### src/design/rnct_pkg.sv
// Shared types and constants for the raster neighbour count threshold unit.
`timescale 1ns / 1ps

package rnct_pkg;

  typedef logic [7:0]  symbol_t;
  typedef logic [7:0]  col8_t;
  typedef logic [8:0]  row_width_t;
  typedef logic [3:0]  limit_t;
  typedef logic [19:0] total_t;
  typedef logic [8:0]  window_t;
  typedef logic [1:0]  rows_t;
  typedef logic [1:0]  lb_word_t;
  typedef logic [1:0]  cfg_index_t;
  typedef logic [8:0]  cfg_data_t;

  localparam symbol_t    OCCUPIED_SYMBOL = 8'h40;
  localparam total_t     TOTAL_MAX       = 20'hFFFFF;
  localparam row_width_t ROW_WIDTH_RESET = 9'd256;
  localparam limit_t     LIMIT_RESET     = 4'd4;
  localparam rows_t      ROWS_FULL       = 2'd2;
  localparam int         LB_W            = 2;

  localparam cfg_index_t REG_ROW_WIDTH       = 2'd0;
  localparam cfg_index_t REG_NEIGHBOUR_LIMIT = 2'd1;

  // One cell leaving the window stage: the updated 3x3 window and which
  // of its two possible decisions are due.
  typedef struct packed {
    logic    first;
    logic    second;
    logic    sof;
    col8_t   col;
    window_t win;
  } job_t;

endpackage

### src/design/rnct_in_if.sv
// Input request channel: one grid cell per request.
`timescale 1ns / 1ps

interface rnct_in_if import rnct_pkg::*; ();
  logic    valid;
  logic    ready;
  symbol_t symbol;
  logic    start_of_frame;

  modport source (output valid, output symbol, output start_of_frame, input ready);
  modport sink (input valid, input symbol, input start_of_frame, output ready);
endinterface

### src/design/rnct_out_if.sv
// Result request channel: one decided cell per request.
`timescale 1ns / 1ps

interface rnct_out_if import rnct_pkg::*; ();
  logic   valid;
  logic   ready;
  col8_t  cell_column;
  logic   accessible;
  total_t running_total;
  logic   last_of_run;

  modport source (output valid, output cell_column, output accessible,
                  output running_total, output last_of_run, input ready);
  modport sink (input valid, input cell_column, input accessible,
                input running_total, input last_of_run, output ready);
endinterface

### src/design/rnct_cfg_if.sv
// Configuration write channel: register index and write data.
`timescale 1ns / 1ps

interface rnct_cfg_if import rnct_pkg::*; ();
  logic       valid;
  logic       ready;
  cfg_index_t index;
  cfg_data_t  data;

  modport source (output valid, output index, output data, input ready);
  modport sink (input valid, input index, input data, output ready);
endinterface

### src/design/rnct_ram.sv
// Generic single-write, single-read RAM with registered read data.
`timescale 1ns / 1ps

module rnct_ram #(
  parameter int WIDTH = 2,
  parameter int DEPTH = 256
) (
  input  logic                     clk,
  input  logic                     wr_en,
  input  logic [$clog2(DEPTH)-1:0] wr_addr,
  input  logic [WIDTH-1:0]         wr_data,
  input  logic                     rd_en,
  input  logic [$clog2(DEPTH)-1:0] rd_addr,
  output logic [WIDTH-1:0]         rd_data
);

  logic [WIDTH-1:0] mem [DEPTH];
  logic [WIDTH-1:0] rd_data_r;

  always_ff @(posedge clk) begin
    if (wr_en) begin
      mem[wr_addr] <= wr_data;
    end
    if (rd_en) begin
      rd_data_r <= mem[rd_addr];
    end
  end

  assign rd_data = rd_data_r;

endmodule

### src/design/rnct_window.sv
// Column and row tracking, line buffers and the 3x3 window update.
`timescale 1ns / 1ps

module rnct_window import rnct_pkg::*; #(
  parameter int MAX_WIDTH = 256
) (
  input  logic          clk,
  input  logic          rst_n,
  input  row_width_t    row_width_i,
  rnct_in_if.sink       in_req,
  output job_t          job_o,
  output logic          job_valid_o,
  input  logic          job_ready_i
);

  localparam int AW = $clog2(MAX_WIDTH);
  localparam int CW = (AW + 1 > 9) ? AW + 1 : 9;

  logic [AW-1:0] col_r;
  rows_t         rows_r;

  logic          s1_valid_r;
  logic          s1_occ_r;
  logic [AW-1:0] s1_col_r;
  logic          s1_last_r;
  rows_t         s1_rows_r;
  logic          s1_sof_r;
  logic          fwd_r;
  lb_word_t      fwd_data_r;
  window_t       win_r;

  logic          accept;
  logic          advance;
  logic [AW-1:0] eff_col;
  rows_t         eff_rows;
  logic [CW-1:0] rw_ext;
  logic [CW-1:0] w_eff;
  logic [CW-1:0] c_ext;
  logic          last;
  logic          occ;
  lb_word_t      rd_data;
  lb_word_t      lb;
  lb_word_t      wr_data;
  logic          top;
  logic          mid;
  logic [2:0]    col_bits;
  window_t       win_nxt;
  logic [CW-1:0] s1_col_ext;

  assign in_req.ready = !s1_valid_r || job_ready_i;
  assign accept       = in_req.valid && in_req.ready;
  assign advance      = s1_valid_r && job_ready_i;

  // Accept side: where the new cell sits in the grid.
  always_comb begin
    eff_col  = in_req.start_of_frame ? '0 : col_r;
    eff_rows = in_req.start_of_frame ? '0 : rows_r;
    rw_ext   = CW'(row_width_i);
    if (rw_ext == '0) begin
      w_eff = CW'(1);
    end else if (rw_ext > CW'(MAX_WIDTH)) begin
      w_eff = CW'(MAX_WIDTH);
    end else begin
      w_eff = rw_ext;
    end
    c_ext = CW'(eff_col);
    last  = (c_ext + CW'(1)) >= w_eff;
    occ   = (in_req.symbol == OCCUPIED_SYMBOL);
  end

  rnct_ram #(
    .WIDTH (LB_W),
    .DEPTH (MAX_WIDTH)
  ) u_line_buf (
    .clk     (clk),
    .wr_en   (advance),
    .wr_addr (s1_col_r),
    .wr_data (wr_data),
    .rd_en   (accept),
    .rd_addr (eff_col),
    .rd_data (rd_data)
  );

  // Stage 1: line buffer column arrives, window shifts in the new column.
  always_comb begin
    lb         = fwd_r ? fwd_data_r : rd_data;
    top        = s1_rows_r[1] ? lb[1] : 1'b0;
    mid        = (s1_rows_r != '0) ? lb[0] : 1'b0;
    col_bits   = {s1_occ_r, mid, top};
    wr_data    = {mid, s1_occ_r};
    win_nxt    = ((s1_col_r == '0) ? '0 : {3'b000, win_r[8:3]}) | {col_bits, 6'b000000};
    s1_col_ext = CW'(s1_col_r);

    job_o.first  = (s1_rows_r != '0) && (s1_col_r != '0);
    job_o.second = (s1_rows_r != '0) && s1_last_r;
    job_o.sof    = s1_sof_r;
    job_o.col    = s1_col_ext[7:0];
    job_o.win    = win_nxt;
  end

  assign job_valid_o = s1_valid_r;

  always_ff @(posedge clk) begin
    if (!rst_n) begin
      col_r      <= '0;
      rows_r     <= '0;
      s1_valid_r <= 1'b0;
      win_r      <= '0;
      fwd_r      <= 1'b0;
    end else begin
      if (accept) begin
        col_r      <= last ? '0 : eff_col + AW'(1);
        rows_r     <= (last && eff_rows != ROWS_FULL) ? eff_rows + rows_t'(1) : eff_rows;
        s1_valid_r <= 1'b1;
        fwd_r      <= advance && (s1_col_r == eff_col);
      end else if (advance) begin
        s1_valid_r <= 1'b0;
      end
      if (advance) begin
        win_r <= win_nxt;
      end
    end
  end

  always_ff @(posedge clk) begin
    if (accept) begin
      s1_occ_r   <= occ;
      s1_col_r   <= eff_col;
      s1_last_r  <= last;
      s1_rows_r  <= eff_rows;
      s1_sof_r   <= in_req.start_of_frame;
      fwd_data_r <= wr_data;
    end
  end

endmodule

### src/design/rnct_decide.sv
// Neighbour count, threshold decision, running total and result register.
`timescale 1ns / 1ps

module rnct_decide import rnct_pkg::*; (
  input  logic   clk,
  input  logic   rst_n,
  input  limit_t limit_i,
  input  job_t   job_i,
  input  logic   job_valid_i,
  output logic   job_ready_o,
  rnct_out_if.source out_req
);

  logic    j_valid_r;
  logic    j_first_r;
  logic    j_second_r;
  col8_t   j_col_r;
  window_t j_win_r;

  logic    o_valid_r;
  col8_t   o_col_r;
  logic    o_acc_r;
  total_t  o_total_r;
  logic    o_last_r;
  total_t  total_r;

  logic    o_load;
  logic    emit;
  logic    j_done;
  logic    take;
  window_t w;
  col8_t   col;
  logic    run_last;
  logic [3:0] nb;
  logic    acc;
  total_t  total_inc;

  assign o_load      = !o_valid_r || out_req.ready;
  assign emit        = j_valid_r && o_load;
  assign j_done      = emit && !(j_first_r && j_second_r);
  assign job_ready_o = !j_valid_r || j_done;
  assign take        = job_valid_i && job_ready_o;

  always_comb begin
    // The first decision is the cell left of the newest column; the
    // second, at row end, is the newest column itself.
    w        = j_first_r ? j_win_r : {3'b000, j_win_r[8:3]};
    col      = j_first_r ? j_col_r - 8'd1 : j_col_r;
    run_last = !(j_first_r && j_second_r);
    nb       = '0;
    for (int i = 0; i < 9; i++) begin
      if (i != 4) begin
        nb = nb + 4'(w[i]);
      end
    end
    acc       = w[4] && (nb < limit_i);
    total_inc = (acc && total_r != TOTAL_MAX) ? total_r + total_t'(1) : total_r;
  end

  always_ff @(posedge clk) begin
    if (!rst_n) begin
      j_valid_r  <= 1'b0;
      j_first_r  <= 1'b0;
      j_second_r <= 1'b0;
      o_valid_r  <= 1'b0;
      total_r    <= '0;
    end else begin
      if (take) begin
        j_valid_r  <= job_i.first || job_i.second;
        j_first_r  <= job_i.first;
        j_second_r <= job_i.second;
      end else if (emit) begin
        if (j_first_r) begin
          j_first_r <= 1'b0;
          j_valid_r <= j_second_r;
        end else begin
          j_second_r <= 1'b0;
          j_valid_r  <= 1'b0;
        end
      end
      if (o_load) begin
        o_valid_r <= emit;
      end
      if (take && job_i.sof) begin
        total_r <= '0;
      end else if (emit) begin
        total_r <= total_inc;
      end
    end
  end

  always_ff @(posedge clk) begin
    if (take) begin
      j_col_r <= job_i.col;
      j_win_r <= job_i.win;
    end
    if (emit) begin
      o_col_r   <= col;
      o_acc_r   <= acc;
      o_total_r <= total_inc;
      o_last_r  <= run_last;
    end
  end

  assign out_req.valid         = o_valid_r;
  assign out_req.cell_column   = o_col_r;
  assign out_req.accessible    = o_acc_r;
  assign out_req.running_total = o_total_r;
  assign out_req.last_of_run   = o_last_r;

endmodule

### src/design/raster_neighbour_count_threshold_unit.sv
// Top level of the raster neighbour count threshold unit.
`timescale 1ns / 1ps

// The block takes a binary grid in raster order on in_req, one cell per
// request, and flags each occupied cell ('@') whose count of occupied
// 8-neighbours is below the neighbour limit, with a saturating total.
// A cell is decided while the row below it streams in, so the host sends
// one empty row after the last row. start_of_frame on the first cell of a
// grid clears the total and the row count.
// Results leave on out_req: a cell at column one or more decides the cell
// to its left in the row above, and the last cell of a row also decides
// its own column of the row above, so one request gives zero, one or two
// results; last_of_run marks the final one.
// An accepted request passes the window and decision stage registers before
// its first result reaches the output register. One request is taken every
// cycle unless stalled; a row-end request with two results holds the input
// back, as the decision stage emits one result a cycle. When the receiver
// stalls, the result register holds, the window and decision stages fill
// behind it and in_req.ready then drops in the same cycle. cfg_req writes
// row_width (index 0) and neighbour_limit (index 1) and is always ready;
// the host must write it only while the block is idle, as the block does
// not enforce this. Reset restores the register defaults and empties the
// pipeline; the line buffer RAM is not cleared and needs no clearing pass.
module raster_neighbour_count_threshold_unit import rnct_pkg::*; #(
  parameter int MAX_WIDTH = 256
) (
  input  logic        clk,
  input  logic        rst_n,
  rnct_in_if.sink     in_req,
  rnct_out_if.source  out_req,
  rnct_cfg_if.sink    cfg_req
);

  row_width_t row_width_r;
  limit_t     limit_r;

  job_t job;
  logic job_valid;
  logic job_ready;

  // Configuration registers; writes to unknown indexes are dropped.
  assign cfg_req.ready = 1'b1;

  always_ff @(posedge clk) begin
    if (!rst_n) begin
      row_width_r <= ROW_WIDTH_RESET;
      limit_r     <= LIMIT_RESET;
    end else if (cfg_req.valid) begin
      case (cfg_req.index)
        REG_ROW_WIDTH: begin
          row_width_r <= cfg_req.data;
        end
        REG_NEIGHBOUR_LIMIT: begin
          limit_r <= cfg_req.data[3:0];
        end
        default: begin
        end
      endcase
    end
  end

  // Window stage: tracks the raster position and builds the 3x3 window
  // from the line buffers and the incoming cell.
  rnct_window #(
    .MAX_WIDTH (MAX_WIDTH)
  ) u_window (
    .clk         (clk),
    .rst_n       (rst_n),
    .row_width_i (row_width_r),
    .in_req      (in_req),
    .job_o       (job),
    .job_valid_o (job_valid),
    .job_ready_i (job_ready)
  );

  // Decision stage: counts neighbours, keeps the total and drives the
  // result register, one result per cycle while the receiver is ready.
  rnct_decide u_decide (
    .clk         (clk),
    .rst_n       (rst_n),
    .limit_i     (limit_r),
    .job_i       (job),
    .job_valid_i (job_valid),
    .job_ready_o (job_ready),
    .out_req     (out_req)
  );

`ifndef SYNTHESIS
  // The second result of a row-end cell follows the first right away.
  assert property (@(posedge clk) disable iff (!rst_n)
    (out_req.valid && out_req.ready && !out_req.last_of_run) |=> out_req.valid)
    else $error("second result of a row-end cell did not follow");

  // An accessible cell is already included in the total it reports.
  assert property (@(posedge clk) disable iff (!rst_n)
    (out_req.valid && out_req.accessible) |-> (out_req.running_total != '0))
    else $error("accessible result with a zero total");

  // Once the decision stage takes a job with a decision in it, the job passes
  // its decision register into the result register or finds it still busy.
  assert property (@(posedge clk) disable iff (!rst_n)
    (job_valid && job_ready && (job.first || job.second)) |-> ##2 out_req.valid)
    else $error("decision job did not produce a result");
`endif

endmodule
### src/flat_wrapper.sv
// flat-port wrapper written by rule: the top's interface ports become plain ports
module raster_neighbour_count_threshold_unit_flat import rnct_pkg::*;
#(
  parameter int MAX_WIDTH = 256
)
  (clk, rst_n, in_req_valid, in_req_symbol, in_req_start_of_frame, in_req_ready, out_req_valid, out_req_cell_column, out_req_accessible, out_req_running_total, out_req_last_of_run, out_req_ready, cfg_req_valid, cfg_req_index, cfg_req_data, cfg_req_ready);
  rnct_in_if in_req_i ();
  rnct_out_if out_req_i ();
  rnct_cfg_if cfg_req_i ();
  input  logic clk;
  input  logic rst_n;
  input wire logic [$bits(in_req_i.valid)-1:0] in_req_valid;
  input wire logic [$bits(in_req_i.symbol)-1:0] in_req_symbol;
  input wire logic [$bits(in_req_i.start_of_frame)-1:0] in_req_start_of_frame;
  output wire logic [$bits(in_req_i.ready)-1:0] in_req_ready;
  output wire logic [$bits(out_req_i.valid)-1:0] out_req_valid;
  output wire logic [$bits(out_req_i.cell_column)-1:0] out_req_cell_column;
  output wire logic [$bits(out_req_i.accessible)-1:0] out_req_accessible;
  output wire logic [$bits(out_req_i.running_total)-1:0] out_req_running_total;
  output wire logic [$bits(out_req_i.last_of_run)-1:0] out_req_last_of_run;
  input wire logic [$bits(out_req_i.ready)-1:0] out_req_ready;
  input wire logic [$bits(cfg_req_i.valid)-1:0] cfg_req_valid;
  input wire logic [$bits(cfg_req_i.index)-1:0] cfg_req_index;
  input wire logic [$bits(cfg_req_i.data)-1:0] cfg_req_data;
  output wire logic [$bits(cfg_req_i.ready)-1:0] cfg_req_ready;
  assign in_req_i.valid = in_req_valid;
  assign in_req_i.symbol = in_req_symbol;
  assign in_req_i.start_of_frame = in_req_start_of_frame;
  assign in_req_ready = in_req_i.ready;
  assign out_req_valid = out_req_i.valid;
  assign out_req_cell_column = out_req_i.cell_column;
  assign out_req_accessible = out_req_i.accessible;
  assign out_req_running_total = out_req_i.running_total;
  assign out_req_last_of_run = out_req_i.last_of_run;
  assign out_req_i.ready = out_req_ready;
  assign cfg_req_i.valid = cfg_req_valid;
  assign cfg_req_i.index = cfg_req_index;
  assign cfg_req_i.data = cfg_req_data;
  assign cfg_req_ready = cfg_req_i.ready;
  raster_neighbour_count_threshold_unit #(.MAX_WIDTH(MAX_WIDTH)) u_core (.clk(clk), .rst_n(rst_n), .in_req(in_req_i), .out_req(out_req_i), .cfg_req(cfg_req_i));
endmodule
### config.mk
export PLATFORM = sky130hd
export DESIGN_NAME = raster_neighbour_count_threshold_unit_flat
export DESIGN_NICKNAME = d
export VERILOG_FILES = /design/src/design/rnct_pkg.sv /design/src/design/rnct_in_if.sv /design/src/design/rnct_out_if.sv /design/src/design/rnct_cfg_if.sv /design/src/design/rnct_ram.sv /design/src/design/rnct_window.sv /design/src/design/rnct_decide.sv /design/src/design/raster_neighbour_count_threshold_unit.sv /design/src/flat_wrapper.sv
export SDC_FILE = /design/constraint.sdc
export NUM_CORES = 1
export LEC_CHECK = 0
export ABC_AREA = 1
export BUFFER_PORTS_ARGS = -buffer_cell sky130_fd_sc_hd__buf_2
export CORE_MARGIN = 2
export CORE_UTILIZATION = 57
export CTS_CLUSTER_DIAMETER = 50
export DETAILED_ROUTE_END_ITERATION = 6
export HOLD_SLACK_MARGIN = 0.06
export PLACE_DENSITY = 0.84
export SYNTH_ARGS = -nofsm -noshare
export SYNTH_HDL_FRONTEND = slang
export SYNTH_SLANG_ARGS = --single-unit
### constraint.sdc
create_clock -name clk -period 8.5 [get_ports clk]
set_input_delay 0.425 -clock clk [delete_from_list [all_inputs] [get_ports clk]]
set_output_delay 0.425 -clock clk [all_outputs]
set_load 0.03 [all_outputs]
### Word level (Yosys, flattened, before mapping)

Memory sizes are Yosys's and may differ from the RTL's. A register that Yosys moved wholly into a read port is not among the register bits.
Index checks and enable logic that the tools add are counted.

* add/sub/neg operators: 12
* muxes and demuxes: 23
* bitwise logic cells: 2
* equality and inequality tests: 5
* reductions and logical operators: 30
* $lt $le $gt $ge: 3

Operators with widths (number)
* 2-to-1 mux 9 bit: 3
* 2-to-1 mux 8 bit: 3
* adder 20 x 1 -> 20 bit, second input constant: 1
* 2-to-1 mux 20 bit: 1
* inequality test 20 bit, second input constant: 1
* adder 4 x 1 -> 4 bit: 4
* logical AND 1 bit: 12
* 2-to-1 mux 1 bit: 12
* adder 8 x 1 -> 9 bit, second input constant: 1
* >= comparator 9 bit: 1
* greater-than comparator 9 bit, second input constant: 1
* logical NOT 9 bit: 1
* bitwise OR 6 x 9 -> 9 bit: 1
* adder 8 x 1 -> 8 bit, second input constant: 1
* == test 8 x 7 -> 1 bit, second input constant: 1
* == test 8 bit: 1
* logical NOT 8 bit: 1
* nonzero test 8 bit: 1
* subtractor 8 x 1 -> 8 bit, second input constant: 1
* 2-to-1 mux 2 bit: 3
* 2-to-1 mux 6 bit: 1
* nonzero test 2 bit: 3
* adder 3 x 1 -> 4 bit: 1
* logical NOT 1 bit: 4
* 11 further kinds: 15

* bits of input ports: 25
* word-level logic and storage cells: 100
* output and inout port bits: 33
* bits in writable memories: 512
* bits in registers: 120
* memories: 1

Memories
* u_core.u_window.u_line_buf.mem: depth 256, width 2, read ports 1, clocked after memory_dff 1, wr ports 1, line rnct_ram.sv:17 `logic [WIDTH-1:0] mem [DEPTH];`

### Depth between registers and ports, before layout

* word-level depth: 12
* gate-level depth with buffers: 26

### Cells and area by module

Synthesis repeated with hierarchy kept, for this count alone.

* cell total of the unflattened synthesis: 2828
* area, all modules: 28353.4 um^2

By module, submodules not included
* rnct_ram: times used 1, area each 22146.2 um^2, cells each 2055, seq. area each 15434.8 um^2
* rnct_decide: times used 1, area each 3691.0 um^2, cells each 436, seq. area each 1891.8 um^2
* rnct_window: times used 1, area each 1926.8 um^2, cells each 253, seq. area each 810.8 um^2
* raster_neighbour_count_threshold_unit: times used 1, area each 589.3 um^2, cells each 84, seq. area each 260.2 um^2

### Worst setup path after synthesis

No wires, ideal clock.

* kind: register -> register
* from: reg u_core.u_window.fwd_r
* to: reg u_core.u_decide.j_win_r[7], data pin
* slack: -419 ps
* stages on the path, launching flop included: 3
* setup time: 1592 ps
* data arrival time: 7327 ps
* path buffers: 0
* cells stage by stage: dfxtp_1 -> nand2_1 -> a21oi_1

RTL lines
* from (decl): line rnct_window.sv:28 `logic fwd_r;`
* from (signal assigned): line rnct_window.sv:115 `fwd_r <= advance && (s1_col_r == eff_col);`
* to (signal assigned): line rnct_decide.sv:95 `j_win_r <= job_i.win;`
* to (decl): line rnct_decide.sv:18 `window_t j_win_r;`

### Worst setup path after layout

* from: reg u_core.u_decide.j_first_r
* to: reg u_core.u_decide.total_r[11]

* word-level cells in the longest chain between the ends: 12

Ends and longest elaborated chain
* from (decl): line rnct_decide.sv:15 `logic j_first_r;`
* from (signal assigned): line rnct_decide.sv:70 `j_first_r <= job_i.first;`
* 2-to-1 mux 9 bit (*): line rnct_decide.sv:47 `w = j_first_r ? j_win_r : {3'b000, j_win_r[8:3]};`
* adder 1 x 1 -> 2 bit: line rnct_decide.sv:53 `nb = nb + 4'(w[i]);`
* adder 2 x 1 -> 3 bit: line rnct_decide.sv:53
* adder 3 x 1 -> 4 bit: line rnct_decide.sv:53
* adder 4 x 1 -> 4 bit (4 in series): line rnct_decide.sv:53
* less-than comparator 4 bit: line rnct_decide.sv:56 `acc = w[4] && (nb < limit_i);`
* logical AND 1 bit (*): line rnct_decide.sv:56
* via u_core.u_decide.acc: line rnct_decide.sv:35 `logic acc;`
* logical AND 1 bit (*): line rnct_decide.sv:57 `total_inc = (acc && total_r != TOTAL_MAX) ? total_r + total_t'(1) : total_r;`
* 2-to-1 mux 20 bit (*): line rnct_decide.sv:57
* via u_core.u_decide.total_inc[11]: line rnct_decide.sv:36 `total_t total_inc;`
* to (signal assigned): line rnct_decide.sv:87 `total_r <= total_inc;`
* to (decl): line rnct_decide.sv:25 `total_t total_r;`

Mark *: on every way through the listed nets, which the timed path passes. The rest lies on a longest branch.
A chain may end at the register's enable or synchronous reset.

==> flow_summary.toml <==
[setup_path]
cp-end-kind = "register"
crit_chain = "inv_1 -> nand2_1 -> o21ai_0 -> fa_1 -> inv_1 -> fa_1 -> inv_1 -> fa_1 -> inv_1 -> ha_1 -> fa_1 -> ha_1 -> o21ai_0 -> nand2_1 -> nand3_1 -> nand2_1 -> a21oi_1 -> o21ai_2 -> inv_2 -> nand2_1 -> nand2_1 -> nand2_1 -> o21ai_1 -> inv_1"
crit_arrival_ps = 5870
crit_type = "reg -> reg"
crit_slowest_cell = "dfxtp_1"
start_kind = "register"
crit_family = "adder cells"
crit_fanout = 29
crit_buf_inv = 6
crit_top_cell = "nand2_1"
max_stage_delay_ps = 640
required_ps = 8980

[drt]
first_pass_iters = 7
drc = 1
viasPerCell = 5.77
vias = 21500
routed_wl_um = 70200
avgRoutedWirePerCell_um = 18.9
ant_nets = 0
drt_iter0_markers = 2998

[global_route]
grt_max_degree = 260
grt_pass1_vias = 21300
grt-ovfl-total = 0
grt_pass1_wl_um = 109000
grt_use_total = 0.264
antenna_found_initial = 0

[clock_tree]
worstSkewPairLatency_ps = 620
numCtsBuffers = 66
cts_root_buffer = "clkbuf_16"
cts_tree = "yes"
cts_max_path_buffers = 3
cts.htree.levels = 3
cts.repair.resized = 0
hold_buffers = 3
postCtsSetupBuffers = 0
path_clk_slew_ps = 60
cts.sinks = 631

[final_layout]
area_delta_synth_final_pct = 9.23
seqCellArea_sq_mm = 0.0184
drive_gt1_frac = 0.0702
nets = 3047
n_antenna_cell = 0
multi_input_area_sq_mm = 0.00816
filler_cell_count = 3644

[power]
peakVddDrop_uv = 133
power.leakage_nw = 12.8
p_per_area_mw_per_mm2 = 208

[sta]
fmax_ghz = 0.186
rsz0062_at_grt = "false"
setup_viol = 0
timing.final.crit_period_ps = 5390
fin_skew_ps = 29.1
timing.slew.headroom = 0.0239
worst_slew_pin_slew_ps = 1460
setup_ws_ps = 3110
hold_viol_final = 0
finalSetupTns_ps = 0
period_share = 0.634
slew_violations = 0

[placement]
port_buffers = 56
gp_congestion = 0.899
post-place-ws_ps = 3170
dp_hpwl_um = 39800

[run]
cap_violations = 0

[logic_synthesis]
ys_seq_elements = 631
synth_area_per_cell_sq_um = 9.67
ys.flop_type = "edfxtp_1"
synthArstFlopShare = 0
synthCells = 3007
synth_edf_count = 576
yosysSeqAreaShare = 0.633
yosys_warnings = 0
synth_fp_nets = 3055
synth_cell_type_count = 42
synthesis.area_sq_mm = 0.0291

[die]
dieArea_sq_mm = 0.0528
core_sq_mm = 0.0503
io_pins = 58
die_w_um = 230
die_y_um = 230
start_util = 0.578
fp-row-count = 82

[outcome]
violations = "design-rule violations"
status = "complete, but fails checks"

[hold_path]
hold_class = "in -> reg"
[registers in the layout, summed over array words and instances (netlist names), 2 cells and up]
register	flops
u_core.u_decide.out_req.cell_column	8
u_core.u_window.col_r	8
u_core.u_window.rows_r	2
u_core.u_window.s1_rows_r	2
u_core.u_window.win_r	6
u_core.u_window.u_line_buf.mem	512
u_core.u_decide.j_win_r	9
u_core.u_window.u_line_buf.rd_data	2
u_core.u_window.s1_col_r	8
u_core.u_decide.out_req.running_total	20
u_core.row_width_r	9
u_core.u_decide.total_r	20
u_core.limit_r	4
u_core.u_decide.j_col_r	8
u_core.u_window.fwd_data_r	2
[metrics by stage]
step	cell area (sq um)	util	total power, mW	std cells	hold WS [ps]
6_report	31800	0.632	6.60	3722	73.2
5_1_grt	31800	0.632	6.77	3722	79.4
4_1_cts	31800	0.632	6.61	3722	65.0
3_5_place_dp	29600	0.589	3.82	3600	446
3_3_place_gp	29600	0.589	3.81	3600	440
2_1_floorplan	29100	-	3.74	3007	424
[report_power, final]
group	switching, mW	total (mW)	internal (mW)
Clock	1.19	2.83	1.63
Sequential	0.0162	3.43	3.41
Combinational	0.257	0.344	0.0863
[final cells by class]
cell class,instances,area share
flip-flops and latches,631,0.579
clock buffers,90,0.0571
multi-input cells,1752,0.257
well taps,672,0.0265
clock inverters,29,0.00958
repair buffers,74,0.0141
inverters,474,0.0564
[cell usage in the layout, fill, tap and decap left out, drive strengths merged, types with 19 or more instances in the layout]
master  netlist  final
nand2       664    664
edfxtp      576    576
inv         470    474
nand3       428    428
nor2        363    363
clkbuf       49     90
buf         101     71
o21ai        69     69
o211ai       60     60
dfxtp        55     55
a21oi        42     42
xor2         29     29
or2          25     25
clkinv        4     23
ha           19     19
[cell usage after synthesis, types with 2 or more instances]
library cell	instances	area (sq um)
buf_6	4	45.0
or2_2	25	156
buf_1	3	11.3
clkinv_1	4	15.0
inv_1	462	1730
ha_1	19	238
o21ai_1	20	100
dfxtp_1	55	1100
inv_2	7	26.3
nand3_2	2	20.0
nand2_4	2	22.5
nand2_1	660	2480
xor2_1	29	254
o211a_1	2	20.0
edfxtp_1	576	17300
nor2_1	358	1340
nor2_2	4	25.0
buf_2	74	370
nor4_1	8	50.1
fa_1	4	80.1
nor3_1	12	60.1
nor3_2	2	20.0
buf_4	20	150
xnor2_1	6	52.6
nand4_1	11	68.8
o211ai_1	60	450
nand3_1	426	2130
a21oi_1	42	210
clkbuf_1	49	184
o21ai_0	48	240
nand2_2	2	12.5
[layer usage]
layer  vias up  share of wire  global-route usage
met5         -              0                   0
met2      1337           0.48               0.447
met4         0          0.047               0.132
met1     10100           0.36               0.324
met3       271           0.11              0.0525
li1       9816              -                   -
[cell families (layout without fill, tap and decap cells)]
group / count (synthesis) / after routing / synth area share
xor gates and xnor gates: 35 / 35 / 0.0105
other: 1 / 1 / 0.000129
and+or+nand+nor: 1516 / 1516 / 0.221
buffers and inverters: 624 / 667 / 0.0876
AOI/OAI and AO/OA: 176 / 176 / 0.0362
DFF: 631 / 631 / 0.633
muxes: 1 / 1 / 0.000344
adders and majority gates: 23 / 23 / 0.0109
[final timing paths]
kind	to	from	cells past startpoint	slack, ps
max	u_core.u_decide.total_r[11]	u_core.u_decide.j_first_r	24	3110
min	u_core.limit_r[2]	cfg_req_data[2]	3	70
max reg2reg	u_core.u_decide.total_r[11]	u_core.u_decide.j_first_r	24	3110
min reg2reg	u_core.u_window.win_r[5]	u_core.u_window.win_r[5]	2	460
[worst min-delay path, stage by stage]
cell      delay, ps
buf_2           100
nand2_1          50
o211ai_1         60
(Power assumes the default switching activity.)
